===== config.mk =====
export PLATFORM = sky130hd
export DESIGN_NAME = depth_bucket_draw_queue
export DESIGN_NICKNAME = d
export VERILOG_FILES = /design/src/design/dbq_pkg.sv /design/src/design/dbq_ctrl.sv /design/src/design/dbq_datapath.sv /design/src/design/depth_bucket_draw_queue.sv
export SDC_FILE = /design/constraint.sdc
export NUM_CORES = 1
export LEC_CHECK = 0
export BUFFER_PORTS_ARGS = -buffer_cell sky130_fd_sc_hd__clkbuf_2
export CAP_MARGIN = 15
export CORE_MARGIN = 5
export CORE_UTILIZATION = 68
export CTS_BUF_LIST = sky130_fd_sc_hd__clkbuf_16
export DETAILED_ROUTE_END_ITERATION = 8
export PLACE_DENSITY_LB_ADDON = 0.3
export SLEW_MARGIN = 20
export SYNTH_ARGS = -nofsm -noshare
export SYNTH_HDL_FRONTEND = slang
export SYNTH_SLANG_ARGS = --single-unit

===== constraint.sdc =====
create_clock -name aclk -period 13 [get_ports aclk]
set_input_delay 3.25 -clock aclk [delete_from_list [all_inputs] [get_ports aclk]]
set_output_delay 3.25 -clock aclk [all_outputs]
set_load 0.03 [all_outputs]

===== src/design/dbq_pkg.sv =====
`default_nettype none

package dbq_pkg;

    // Defaults for the top-level parameters.
    localparam int LEVELS_DEF = 16;
    localparam int ACTORS_DEF = 64;

    // Fixed field widths.
    localparam int ID_W    = 6;
    localparam int DEPTH_W = 16;

    // Command codes carried in s_tuser.
    localparam logic CMD_INSERT = 1'b0;
    localparam logic CMD_DRAIN  = 1'b1;

    // Controller states.
    typedef enum logic [2:0] {
        ST_IDLE,
        ST_INSERT,
        ST_SCAN,
        ST_WALK,
        ST_FLUSH
    } dbq_state_t;

    // Commands from the controller to the datapath.
    typedef struct packed {
        logic cap_insert;   // capture an insert request, read the level tail
        logic start_drain;  // begin a drain at the deepest level
        logic commit;       // perform the insert writes
        logic scan_read;    // read head and tail of the current level
        logic lvl_dec;      // step to the next shallower level
        logic take;         // take the current id of the walk
        logic flush;        // emit the final result and clear the queue
    } dbq_cmd_t;

    // Status from the datapath to the controller.
    typedef struct packed {
        logic lvl_nonempty; // current level holds ids
        logic lvl_zero;     // current level is the shallowest one
        logic at_tail;      // current id is the tail of its level
        logic pend_valid;   // an id waits in the pending register
        logic out_free;     // output register can take a result this cycle
    } dbq_status_t;

endpackage

`default_nettype wire


===== src/design/dbq_ctrl.sv =====
`default_nettype none

module dbq_ctrl (
    input  wire logic                aclk,
    input  wire logic                aresetn,
    input  wire logic                req_valid,
    input  wire logic                req_command,
    output logic                     req_ready,
    input  wire dbq_pkg::dbq_status_t status,
    output dbq_pkg::dbq_cmd_t         cmd
);
    import dbq_pkg::*;

    dbq_state_t state_reg;
    dbq_state_t state_next;

    // State register.
    always_ff @(posedge aclk) begin
        if (!aresetn) begin
            state_reg <= ST_IDLE;
        end else begin
            state_reg <= state_next;
        end
    end

    // Next state and commands.
    always_comb begin
        state_next = state_reg;
        cmd        = '0;
        req_ready  = 1'b0;
        case (state_reg)
            ST_IDLE: begin
                req_ready = 1'b1;
                if (req_valid) begin
                    if (req_command == CMD_DRAIN) begin
                        cmd.start_drain = 1'b1;
                        state_next      = ST_SCAN;
                    end else begin
                        cmd.cap_insert = 1'b1;
                        state_next     = ST_INSERT;
                    end
                end
            end
            ST_INSERT: begin
                cmd.commit = 1'b1;
                state_next = ST_IDLE;
            end
            ST_SCAN: begin
                if (status.lvl_nonempty) begin
                    cmd.scan_read = 1'b1;
                    state_next    = ST_WALK;
                end else if (status.lvl_zero) begin
                    state_next = ST_FLUSH;
                end else begin
                    cmd.lvl_dec = 1'b1;
                end
            end
            ST_WALK: begin
                // A pending id can only be replaced once it has somewhere to go.
                if (!status.pend_valid || status.out_free) begin
                    cmd.take = 1'b1;
                    if (status.at_tail) begin
                        if (status.lvl_zero) begin
                            state_next = ST_FLUSH;
                        end else begin
                            cmd.lvl_dec = 1'b1;
                            state_next  = ST_SCAN;
                        end
                    end
                end
            end
            ST_FLUSH: begin
                if (status.out_free) begin
                    cmd.flush  = 1'b1;
                    state_next = ST_IDLE;
                end
            end
            default: begin
                state_next = ST_IDLE;
            end
        endcase
    end

endmodule

`default_nettype wire


===== src/design/dbq_datapath.sv =====
`default_nettype none

module dbq_datapath #(
    parameter int LEVELS = dbq_pkg::LEVELS_DEF,
    parameter int ACTORS = dbq_pkg::ACTORS_DEF
) (
    input  wire logic                        aclk,
    input  wire logic                        aresetn,
    input  wire logic [dbq_pkg::DEPTH_W-1:0] in_depth,
    input  wire logic [dbq_pkg::ID_W-1:0]    in_actor_id,
    input  wire dbq_pkg::dbq_cmd_t           cmd,
    output dbq_pkg::dbq_status_t             status,
    output logic                             out_valid,
    input  wire logic                        out_ready,
    output logic [dbq_pkg::ID_W-1:0]         out_actor,
    output logic                             out_last,
    output logic                             out_empty
);
    import dbq_pkg::*;

    localparam int LW = (LEVELS > 1) ? $clog2(LEVELS) : 1;
    localparam int AW = (ACTORS > 1) ? $clog2(ACTORS) : 1;
    localparam logic signed [DEPTH_W-1:0] MAX_LEVEL = DEPTH_W'(LEVELS - 1);

    // Level and link storage.
    logic [AW-1:0] head_mem [LEVELS];
    logic [AW-1:0] tail_mem [LEVELS];
    logic [AW-1:0] link_mem [ACTORS];

    logic [AW-1:0] head_rd_reg;
    logic [AW-1:0] tail_rd_reg;
    logic [AW-1:0] link_rd_reg;

    logic [LEVELS-1:0] nonempty_reg;
    logic [ACTORS-1:0] queued_reg;

    logic [LW-1:0]   lvl_reg;
    logic [ID_W-1:0] id_reg;
    logic            first_reg;
    logic            pend_valid_reg;
    logic [AW-1:0]   pend_id_reg;

    logic            out_valid_reg;
    logic [ID_W-1:0] out_actor_reg;
    logic            out_last_reg;
    logic            out_empty_reg;

    logic [LW-1:0] clamp_lvl;
    logic [LW-1:0] tail_addr;
    logic [AW-1:0] cur_id;
    logic          ins_ok;
    logic          out_free;
    logic          out_load;

    // Clamp the signed depth into the level range.
    always_comb begin
        if (in_depth[DEPTH_W-1]) begin
            clamp_lvl = '0;
        end else if ($signed(in_depth) > MAX_LEVEL) begin
            clamp_lvl = LW'(LEVELS - 1);
        end else begin
            clamp_lvl = in_depth[LW-1:0];
        end
    end

    // The id compare is one bit wider so that a full 64-entry actor range still fits.
    assign tail_addr = cmd.scan_read ? lvl_reg : clamp_lvl;
    assign cur_id    = first_reg ? head_rd_reg : link_rd_reg;
    assign ins_ok    = ({1'b0, id_reg} < (ID_W + 1)'(ACTORS)) && !queued_reg[id_reg[AW-1:0]];
    assign out_free  = !out_valid_reg || out_ready;
    assign out_load  = (cmd.take && pend_valid_reg) || cmd.flush;

    // Head and tail memories: one write and one registered read each.
    always_ff @(posedge aclk) begin
        if (cmd.commit && ins_ok) begin
            tail_mem[lvl_reg] <= id_reg[AW-1:0];
            if (!nonempty_reg[lvl_reg]) begin
                head_mem[lvl_reg] <= id_reg[AW-1:0];
            end
        end
        if (cmd.cap_insert || cmd.scan_read) begin
            tail_rd_reg <= tail_mem[tail_addr];
        end
        if (cmd.scan_read) begin
            head_rd_reg <= head_mem[lvl_reg];
        end
    end

    // Link memory: the old tail points to the new id; the walk follows links.
    always_ff @(posedge aclk) begin
        if (cmd.commit && ins_ok && nonempty_reg[lvl_reg]) begin
            link_mem[tail_rd_reg] <= id_reg[AW-1:0];
        end
        if (cmd.take && (cur_id != tail_rd_reg)) begin
            link_rd_reg <= link_mem[cur_id];
        end
    end

    // Request capture and walk position.
    always_ff @(posedge aclk) begin
        if (cmd.cap_insert) begin
            lvl_reg <= clamp_lvl;
            id_reg  <= in_actor_id;
        end else if (cmd.start_drain) begin
            lvl_reg <= LW'(LEVELS - 1);
        end else if (cmd.lvl_dec) begin
            lvl_reg <= lvl_reg - LW'(1);
        end
        if (cmd.scan_read) begin
            first_reg <= 1'b1;
        end else if (cmd.take) begin
            first_reg <= 1'b0;
        end
        if (cmd.take) begin
            pend_id_reg <= cur_id;
        end
    end

    // Occupancy flags and the pending flag.
    always_ff @(posedge aclk) begin
        if (!aresetn) begin
            nonempty_reg   <= '0;
            queued_reg     <= '0;
            pend_valid_reg <= 1'b0;
        end else begin
            if (cmd.commit && ins_ok) begin
                nonempty_reg[lvl_reg]           <= 1'b1;
                queued_reg[id_reg[AW-1:0]]      <= 1'b1;
            end
            if (cmd.flush) begin
                nonempty_reg <= '0;
                queued_reg   <= '0;
            end
            if (cmd.start_drain) begin
                pend_valid_reg <= 1'b0;
            end else if (cmd.take) begin
                pend_valid_reg <= 1'b1;
            end
        end
    end

    // Output register: a pending id leaves once the next one is known.
    always_ff @(posedge aclk) begin
        if (!aresetn) begin
            out_valid_reg <= 1'b0;
        end else if (out_load) begin
            out_valid_reg <= 1'b1;
        end else if (out_ready) begin
            out_valid_reg <= 1'b0;
        end
    end

    always_ff @(posedge aclk) begin
        if (out_load) begin
            if (pend_valid_reg) begin
                out_actor_reg <= ID_W'(pend_id_reg);
                out_empty_reg <= 1'b0;
            end else begin
                out_actor_reg <= '0;
                out_empty_reg <= 1'b1;
            end
            out_last_reg <= cmd.flush;
        end
    end

    assign status.lvl_nonempty = nonempty_reg[lvl_reg];
    assign status.lvl_zero     = (lvl_reg == '0);
    assign status.at_tail      = (cur_id == tail_rd_reg);
    assign status.pend_valid   = pend_valid_reg;
    assign status.out_free     = out_free;

    assign out_valid = out_valid_reg;
    assign out_actor = out_actor_reg;
    assign out_last  = out_last_reg;
    assign out_empty = out_empty_reg;

endmodule

`default_nettype wire


===== src/design/depth_bucket_draw_queue.sv =====
// Insert: accepted in ST_IDLE and written in the next cycle; no new request is taken meanwhile.
// Drain: one level is scanned per cycle from the deepest down, and the link memory read paces
// the walk at one id per cycle while the output register can take the pending id.
// Each id waits in a pending register until the next id is taken or the flush step runs,
// and is presented on the output the cycle after that.
// Reset (aresetn low at a clock edge) empties every level; head, tail and link memories
// are not cleared and need no clearing pass.
`default_nettype none

module depth_bucket_draw_queue #(
    parameter int LEVELS = dbq_pkg::LEVELS_DEF,
    parameter int ACTORS = dbq_pkg::ACTORS_DEF
) (
    input  wire logic        aclk,
    input  wire logic        aresetn,
    input  wire logic        s_tvalid,
    output logic             s_tready,
    input  wire logic [23:0] s_tdata,   // [15:0] depth (signed), [21:16] actor_id, [23:22] zero
    input  wire logic [0:0]  s_tuser,   // [0] command: 0 insert, 1 drain
    output logic             m_tvalid,
    input  wire logic        m_tready,
    output logic [7:0]       m_tdata,   // [5:0] actor_out, [7:6] zero
    output logic             m_tlast,
    output logic [0:0]       m_tuser    // [0] empty_res
);
    import dbq_pkg::*;

    dbq_cmd_t        cmd;
    dbq_status_t     status;
    logic [ID_W-1:0] out_actor;
    logic            out_empty;

    // Sequencing of insert and drain requests.
    dbq_ctrl u_ctrl (
        .aclk        (aclk),
        .aresetn     (aresetn),
        .req_valid   (s_tvalid),
        .req_command (s_tuser[0]),
        .req_ready   (s_tready),
        .status      (status),
        .cmd         (cmd)
    );

    // Level lists, flags and the output register.
    dbq_datapath #(
        .LEVELS (LEVELS),
        .ACTORS (ACTORS)
    ) u_datapath (
        .aclk        (aclk),
        .aresetn     (aresetn),
        .in_depth    (s_tdata[DEPTH_W-1:0]),
        .in_actor_id (s_tdata[DEPTH_W+ID_W-1:DEPTH_W]),
        .cmd         (cmd),
        .status      (status),
        .out_valid   (m_tvalid),
        .out_ready   (m_tready),
        .out_actor   (out_actor),
        .out_last    (m_tlast),
        .out_empty   (out_empty)
    );

    assign m_tdata = 8'(out_actor);
    assign m_tuser = out_empty;

endmodule

`default_nettype wire


==> metrics.md, run 1 <==
| Metric | Value |
|---|---|
| H-tree lvl count | `3` |
| Worst setup EP type | `flop` |
| Worst-path cell chain | `clkbuf_2 > nor4_1 > nand3_1 > o21a_1 > mux2i_4 > mux2i_1 > o22ai_1 > or4_1` |
| # port buffers | `36` |
| Commonest cells in the netlist | `618 x edfxtp_1, 396 x nand2_1, 109 x mux2i_1` |
| Rows | `75` |
| CTS max path bufs | `3` |
| HP Class | `reg -> reg` |
| Final HPWL DP | `37.16 mm` |
| PD cells | `184.9 mW/mm^2` |
| Setup CP Type | `in -> reg` |
| Die footprint | `0.04699 mm^2` |
| Top cell type's share of synthesized area | `63.83%` |
| Via density | `6.769` |
| Status | `finished, final reports clean` |
| Gp weighted congestion | `0.8863` |
| Final hold vios | `0` |
| YS warnings | `0` |
| Post-CTS Hold Buffers | `0` |
| Area contributors post-synth | `edfxtp_1 64%, dfxtp_1 5.9%, nand2_1 5.1%, mux4_2 4.4%, mux2i_1 3.8%` |
| Number of global-route vias before repair | `17620` |
| CTS buffer count | `around 70` |
| Die H | `216.8 um` |
| Slew Viols, Final | `0` |
| Setup Fix Bufs, Post-CTS | `0` |
| Max transition margin | `21.82%` |
| Post-Synthesis Cell Area | `0.02907 mm^2` |
| Pleak | `10.69 nW` |
| Largest area contributor in the netlist | `edfxtp_1` |
| Die Wd | `216.8 um` |
| Synthesis-stage register bit count | `704` |
| Critical Path Source Type | `input pin` |
| Setup Total Neg Slack | `0 ns` |
| Total Routing Usage GR | `27.56%` |
| Largest Register | `u_datapath.link_mem` |
| Slowest stage delay, CP | `0.86 ns` |
| DRT antenna net count | `0` |
| Avg Cell Area, Syn | `~14 um^2` |
| Synth Flop Type | `edfxtp_1` |
| Fillers | `2362` |
| CTS tree | `done` |
| Max IR drop VDD | `0.1507 mV` |
| IO Pins | `41` |
| Ys async rst share | `0%` |
| CTS clk-pin slew, worst paths | `0.06 ns` |
| Fraction of layout cells with a size suffix above 1 | `14.87%` |
| Crit path max-delay cell type | `mux2i_4` |
| CP top delay family | `multiplexers` |
| DRC | `0` |
| Post-synth EDFFs | `about 620` |
| Detailed Route Iter0 Violations | `2148` |
| Initial core utilization | `~69%` |
| Area grow syn2layout | `10.03%` |
| Final hold slack | `0.4462 ns` |
| Initial antenna violation count | `0` |
| Root buffer cell | `clkbuf_16` |
| Post-layout net count | `2089` |
| Syn Inst Count | `between 2000 and 2500` |
| Buffers & Inverters on Critical Path | `1` |
| Routed vias | `17950` |
| CP arrival | `6.19 ns` |
| Fmax | `roughly 170 MHz` |
| Max FO, Critical Path | `24` |
| Min Tclk post-route | `approximately 5.9 ns` |
| Top-count cell post-synth | `edfxtp_1` |
| First drt pass iteration count | `5` |
| First-pass GRT wire length | `100.2 mm` |
| Grt ovf | `0` |
| Biggest regs | `u_datapath.link_mem: 384 flops, u_datapath.head_mem: 96 flops, u_datapath.tail_mem: 96 flops` |
| Layout Skew | `about 0.026 ns` |
| MaxCap Viol Count | `0` |
| Drt wl/cell | `24.58 um` |
| Clk_lat worst skew | `~0.60 ns` |
| Slew @ Worst Pin | `1.173 ns` |
| PostCTS Resize Cnt | `0` |
| Synth unique cells | `70` |
| CTS sink cnt | `704` |
| Critical Path RT | `13.34 ns` |
| Final antenna diode count | `0` |
| Core area | `between 0.04 and 0.05 mm^2` |
| Max FFs per register | `384` |
| # setup viols final | `0` |
| Largest net degree at the start of global routing | `118` |
| Period utilization | `45.02%` |
| Post-synthesis sequential area ratio | `69.75%` |
| RSZ-0062 raised after global routing | `no` |
| WL final | `around 65 mm` |
-- metrics by stage --
step | setup slack (ns) | std cells | area [um^2] | power [mW] | util [%]
6_report | 7.148 | 2651 | 31990 | 5.916 | 75.92
5_1_grt | 7.028 | 2651 | 31990 | 6.134 | 75.92
4_1_cts | 7.217 | 2651 | 31820 | 5.903 | 75.52
3_5_place_dp | 6.561 | 2524 | 29670 | 4.030 | 70.41
3_3_place_gp | 6.699 | 2524 | 29590 | 3.983 | 70.23
2_1_floorplan | 7.295 | 2067 | 29080 | 3.640 | -
-- tightest hold or removal path, cell delays in order, from the launching register on --
cell,delay (ns)
dfxtp_1,0.31
nand2_1,0.05
nand2_1,0.04
-- final cells by class --
type,instances,area (um^2),area share [%]
sequential,704,20280,63.39
multi-input combinational,1191,8369,26.16
clock buffer,73,1827,5.710
tap,539,674.4,2.108
timing repair buffer,67,420.4,1.314
clock inverter,54,327.8,1.025
inverter,23,91.34,0.2855
-- worst paths after layout --
kind | startpoint | endpoint | slack [ns] | cells past startpoint
max | s_tdata[6] | u_datapath.tail_rd_reg[1] | 7.15 | 8
min reg2reg | u_datapath.queued_reg[0] | u_datapath.queued_reg[0] | 0.45 | 2
min | u_datapath.queued_reg[0] | u_datapath.queued_reg[0] | 0.45 | 2
max reg2reg | u_datapath.id_reg[0] | u_datapath.head_mem[2][0] | 8.14 | 10
-- logic make-up after synthesis --
group                    Yosys count  synth area share, %
XOR/XNOR                           8               0.2410
buffers and inverters            172                2.526
AND/OR/NAND/NOR                  742                12.48
multiplexers                     181                8.749
adder cells (fa/ha/maj)            4               0.1722
flip-flops                       704                69.75
other                              1              0.01290
AO/OA/AOI/OAI                    254                6.064
-- per-layer routing --
| layer | routed length [um] | global-route usage [%] | vias to the layer above | part of all wire [%] |
|---|---|---|---|---|
| met5 | 0 | 0 | - | 0 |
| met3 | 5828 | 4.655 | 162 | 8.9 |
| li1 | - | - | 7869 | - |
| met4 | 1878 | 9.328 | 0 | 2.9 |
| met1 | 25030 | 38.32 | 8900 | 38 |
| met2 | 32420 | 45.34 | 1014 | 50 |
-- where the power goes --
part / total [mW] / leakage (nW) / internal [mW] / switching, mW
Sequential: 2.66 / 6.25 / 2.59 / 0.0683
Clock: 1.89 / 1.13 / 1.06 / 0.830
Combinational: 1.37 / 3.31 / 0.456 / 0.910
-- layout by cell type (no fill, tap or decap), drive strengths merged, types with 9 or more instances in the layout --
cell type,instances
a21oi,19
a311oi,48
a31oi,30
and3,56
buf,31
clkbuf,109
clkinv,33
dfxtp,86
edfxtp,618
inv,41
mux2,15
mux2i,109
mux4,57
nand2,396
nand3,69
nand3b,13
nor2,57
nor2b,9
nor3,13
nor4,71
o21a,15
o21ai,67
o22ai,22
o2bb2ai,9
o311ai,12
or3b,9
Note: power is estimated with default switching activity, not from simulation.
==> inputs of run 2 (changes only) <==
- CORE_UTILIZATION: 68 -> 63
- clock period: 13 -> 5.7 ns (I/O delays scaled with it)
==> run 2 against run 1 <==
Effect of this change: global-route usage down 1.8 points; die area grew 7.6%; routed wire length is essentially flat; clock skew up 0.0052 ns; sequential cell count did not move; first-iteration DRC count grew 5.4%; sequential power up 130%; combinational power rose by 130%; critical path type is now reg -> reg.
==> metrics.md, run 2 (synthesis results as in run 1) <==
| Metric | Value |
|---|---|
| Root buffer cell | `clkbuf_16` |
| Max FO, Critical Path | `34` |
| Commonest non-fill, non-tap cell in the layout | `edfxtp_1` |
| WL final | `65.14 mm` |
| MaxCap Viol Count | `0` |
| # setup viols final | `0` |
| WHS Path Cells | `2` |
| Area grow syn2layout | `10.99%` |
| Status | `finished, final reports clean` |
| Critical Path Source Type | `flop` |
| IO Pins | `41` |
| First-pass GRT wire length | `100.2 mm` |
| Grt ovf | `0` |
| Max IR drop VDD | `0.4225 mV` |
| Via density | `roughly 6.4` |
| Rows | `78` |
| Setup Fix Bufs, Post-CTS | `0` |
| Post-layout net count | `~2100` |
| Setup CP Type | `reg -> reg` |
| Fmax | `about 210 MHz` |
| CTS tree | `done` |
| Flop2flop setup slack | `0.97 ns` |
| Max transition margin | `25.33%` |
| Commonest non-fill, non-tap cells in the layout | `618 x edfxtp_1, 396 x nand2_1, 104 x mux2i_1, 86 x dfxtp_1, 72 x clkbuf_16` |
| Layout Skew | `0.03115 ns` |
| PostCTS Resize Cnt | `0` |
| Post-CTS Hold Buffers | `0` |
| Largest net degree at the start of global routing | `about 110` |
| Core Util, Final | `70.95%` |
| Core area | `0.04548 mm^2` |
| Max FFs per register | `about 380` |
| Fraction of layout cells with a size suffix above 1 | `14.97%` |
| PD cells | `423.1 mW/mm^2` |
| CTS clk-pin slew, worst paths | `about 0.06 ns` |
| R2r endpoint | `u_datapath.link_mem[45][0]` |
| Crit path from | `u_datapath.id_reg[1]` |
| Biggest regs | `u_datapath.link_mem: 384 flops, u_datapath.head_mem: 96 flops, u_datapath.tail_mem: 96 flops` |
| Die Wd | `roughly 220 um` |
| Critical Path RT | `just under 6 ns` |
| Period utilization | `between 80% and 90%` |
| Final antenna diode count | `0` |
| Initial core utilization | `between 60 and 70%` |
| DRC | `0` |
| Largest Register | `u_datapath.link_mem` |
| First drt pass iteration count | `6` |
| Worst setup EP type | `flop` |
| Pleak | `10.91 nW` |
| Detailed Route Iter0 Violations | `2263` |
| Slew @ Worst Pin | `1.120 ns` |
| R2r worst-path depth | `7` |
| CTS sink cnt | `just over 700` |
| Final HPWL DP | `38.86 mm` |
| Initial antenna violation count | `1` |
| R2R Path Start | `u_datapath.id_reg[1]` |
| DRT antenna net count | `0` |
| H-tree lvl count | `3` |
| Die footprint | `0.05054 mm^2` |
| Clk_lat worst skew | `0.61 ns` |
| Crit path capture | `u_datapath.link_mem[45][0]` |
| Drt wl/cell | `23.68 um` |
| Number of global-route vias before repair | `about 18000` |
| Die H | `~220 um` |
| CP arrival | `about 5 ns` |
| Final hold vios | `0` |
| Total Routing Usage GR | `25.77%` |
| CTS buffer count | `69` |
| RSZ-0062 raised after global routing | `no` |
| Routed vias | `about 18000` |
| HP Class | `reg -> reg` |
| CTS max path bufs | `3` |
| Min Tclk post-route | `roughly 4.7 ns` |
| Final hold slack | `0.4477 ns` |
| Gp weighted congestion | `~0.87` |
| # port buffers | `36` |
| Setup Total Neg Slack | `0 ns` |
| Slew Viols, Final | `0` |
[run 2: cell types whose count changed in the layout (fill, tap and decap cells not counted), sizes merged]
cell and change:
buf +40, bufinv +4, clkbuf -1, clkinv -4
clkinvlp +3, inv -3
[run 2: layout make-up]
class	count	area, um^2
sequential	704	20280
fill	2934	13210
multi-input combinational	1191	8164
clock buffer	72	1802
tap	600	750.7
timing repair buffer	107	745.7
clock inverter	54	434.2
inverter	23	91.34
[run 2: critical path, stage by stage (launching register included)]
cell and delay [ns]:
edfxtp_1 1.01, nor2b_1 0.37, a221o_1 0.38, a21oi_1 0.22, o211ai_2 0.20, or4_4 0.82
buf_4 0.35, nor4_1 0.97
[run 2: stage by stage]
stage | power, mW | setup slack, ns | instances | instance area (um^2)
after floorplan | 8.301 | 0.6619 | 2067 | 29080
after CTS | 13.65 | 0.9465 | 2750 | 32210
after global placement | 9.130 | 1.047 | 2624 | 29970
final | 13.65 | 0.9663 | 2751 | 32270
after global routing | 14.16 | 0.7484 | 2751 | 32270
after detailed placement | 9.219 | 0.9589 | 2624 | 29970
[run 2: how the worst min path moves through the flow]
stage | start | end | slack, ns
floorplan | u_datapath.queued_reg[47] | u_datapath.queued_reg[47] | 0.42
global placement | u_datapath.queued_reg[47] | u_datapath.queued_reg[47] | 0.43
detailed placement | u_datapath.queued_reg[2] | u_datapath.queued_reg[2] | 0.44
CTS | u_datapath.queued_reg[2] | u_datapath.queued_reg[2] | 0.45
global route | u_datapath.queued_reg[24] | u_datapath.queued_reg[24] | 0.47
finish | u_datapath.queued_reg[19] | u_datapath.queued_reg[19] | 0.45
[run 2: report_power, final]
part	total, mW	internal, mW	switching [mW]
clock	4.47	2.58	1.90
sequential	6.07	5.91	0.167
combinational	3.11	1.07	2.04
total	13.7	9.55	4.10
[run 2: routing by layer]
metal / track usage, % / part of all wire (%) / wire length [um]
met2: 42.25 / 50 / 32370
met1: 35.26 / 39 / 25440
met3: 5.064 / 8.4 / 5482
met4: 8.702 / 2.8 / 1832
met5: 0 / 0.014 / 9
==> inputs of run 3 (changes only) <==
- clock period: 5.7 -> 4.86 ns (I/O delays scaled with it)
==> run 3 against run 2 <==
Effect of this change: setup slack worse by 0.56 ns; combinational power up 21%; sequential cell count unchanged; critical endpoint is now u_datapath.link_mem[40][0]; critical path type unchanged; sequential power up 17%; fmax up 6.2%; design area up 0.31%; utilization up 0.22 points.
==> metrics.md, run 3 (synthesis results as in run 1) <==
| Metric | Value |
|---|---|
| Die Wd | `224.8 um` |
| Final hold slack | `0.4460 ns` |
| CTS sink cnt | `704` |
| DRT antenna net count | `0` |
| Commonest non-fill, non-tap cell in the layout | `edfxtp_1` |
| NetSw | `about 4.9 mW` |
| CTS buffer count | `70` |
| Post-layout net count | `2123` |
| Layout Skew | `0.02630 ns` |
| Dpl cells | `roughly 2600` |
| Initial core utilization | `63.93%` |
| Min Tclk post-route | `between 4 and 5 ns` |
| Biggest regs | `u_datapath.link_mem: 384 flops, u_datapath.head_mem: 96 flops, u_datapath.tail_mem: 96 flops` |
| Post-Layout Cell Count | `approximately 2700` |
| Initial antenna violation count | `0` |
| Clock share of power | `32.2%` |
| MaxCap Viol Count | `0` |
| Fillers | `2868` |
| Status | `finished, final reports clean` |
| Slew Viols, Final | `0` |
| # setup viols final | `0` |
| Detailed Route Iter0 Violations | `2083` |
| CTS tree | `done` |
| Max transition margin | `31.13%` |
| Commonest non-fill, non-tap cells in the layout | `618 x edfxtp_1, 396 x nand2_1, 104 x mux2i_1, 86 x dfxtp_1, 75 x clkbuf_16` |
| Pre-CTS WS | `0.5170 ns` |
| Sequential power share | `44.3%` |
| Rows | `78` |
| Comb pwr share | `23.5%` |
| Largest net degree at the start of global routing | `146` |
| DRC | `0` |
| Core area | `0.04548 mm^2` |
| Area grow syn2layout | `11.34%` |
| Die H | `224.8 um` |
| Max FFs per register | `384` |
| PostCTS Resize Cnt | `0` |
| Final hold vios | `0` |
| HP Class | `reg -> reg` |
| Routed vias | `17820` |
| Critical Path RT | `5.09 ns` |
| # port buffers | `36` |
| Max IR drop VDD | `0.5128 mV` |
| Setup Total Neg Slack | `0 ns` |
| Total chip power | `16.02 mW` |
| CTS max path bufs | `3` |
| Worst setup EP type | `flop` |
| PD cells | `495.1 mW/mm^2` |
| First-pass GRT wire length | `103.3 mm` |
| Final HPWL DP | `about 40 mm` |
| Period utilization | `91.68%` |
| Fraction of layout cells with a size suffix above 1 | `15.58%` |
| Fmax | `224.4 MHz` |
| IO Pins | `41` |
| CTS clk-pin slew, worst paths | `0.06 ns` |
| Largest Register | `u_datapath.link_mem` |
| Max FO, Critical Path | `57` |
| Setup CP Type | `reg -> reg` |
| WL final | `67.15 mm` |
| RSZ-0062 raised after global routing | `no` |
| Internal power | `11.16 mW` |
| Grt ovf | `0` |
| Core Util, Final | `between 70% and 80%` |
| CP arrival | `4.68 ns` |
| Total Routing Usage GR | `between 20% and 30%` |
| Number of global-route vias before repair | `17630` |
| Root buffer cell | `clkbuf_16` |
| H-tree lvl count | `3` |
| Die footprint | `0.05054 mm^2` |
| Critical Path Source Type | `flop` |
| Post-CTS Hold Buffers | `0` |
| Slew @ Worst Pin | `1.030 ns` |
| Drt wl/cell | `24.46 um` |
| First drt pass iteration count | `6` |
| Final worst slack | `0.4043 ns` |
| Gp weighted congestion | `0.8681` |
| Setup Fix Bufs, Post-CTS | `0` |
| Placed Area | `0.03014 mm^2` |
| Final Instance Area | `0.03237 mm^2` |
| Via density | `6.493` |
| Pleak | `10.92 nW` |
| Net Sw Frac | `30.34%` |
| Clk_lat worst skew | `0.61 ns` |
[run 3: path summary, 6_finish.rpt]
kind / from / end / slack, ns / cells past startpoint
worst max-delay path: u_datapath.id_reg[2] / u_datapath.link_mem[40][0] / 0.40 / 7
worst min-delay path: u_datapath.nonempty_reg[1] / u_datapath.nonempty_reg[1] / 0.45 / 2
worst max register to register: u_datapath.id_reg[2] / u_datapath.link_mem[40][0] / 0.40 / 7
worst min register to register: u_datapath.nonempty_reg[1] / u_datapath.nonempty_reg[1] / 0.45 / 2
[run 3: area by class of cell]
type | count | area [um^2] | share of cell area [%]
flip-flops and latches | 704 | 20280 | 62.65
repair buffers | 100 | 730.7 | 2.257
inverters | 23 | 91.34 | 0.2822
clock buffers | 75 | 1877 | 5.798
multi-input cells | 1191 | 8324 | 25.72
diodes | 1 | 2.502 | 0.007731
clock inverters | 51 | 312.8 | 0.9664
well taps | 600 | 750.7 | 2.319
[run 3: power groups by stage]
stage                     Clock [mW]  Sequential, mW  Combinational [mW]
final                           5.16            7.10                3.76
after floorplan                    0            7.21                2.55
after detailed placement           0            7.22                3.68
after global routing            5.48            7.11                4.02
after global placement             0            7.21                3.57
after CTS                       5.20            7.09                3.72
[run 3: critical path, cell delays in order (launching register included)]
cell      delay [ns]
edfxtp_1        0.75
mux4_2          0.58
mux2_2          0.29
a22oi_2         0.19
o211ai_2        0.20
or4_4           0.81
buf_12          0.28
nor4_2          0.86
[run 3: per-layer routing]
layer	routed length (um)	global-route usage [%]	vias to the layer above
met5	0	0	-
met4	1804	8.093	0
met3	5903	4.829	140
met2	33740	44.21	891
met1	25710	36.49	8848
li1	-	-	7945
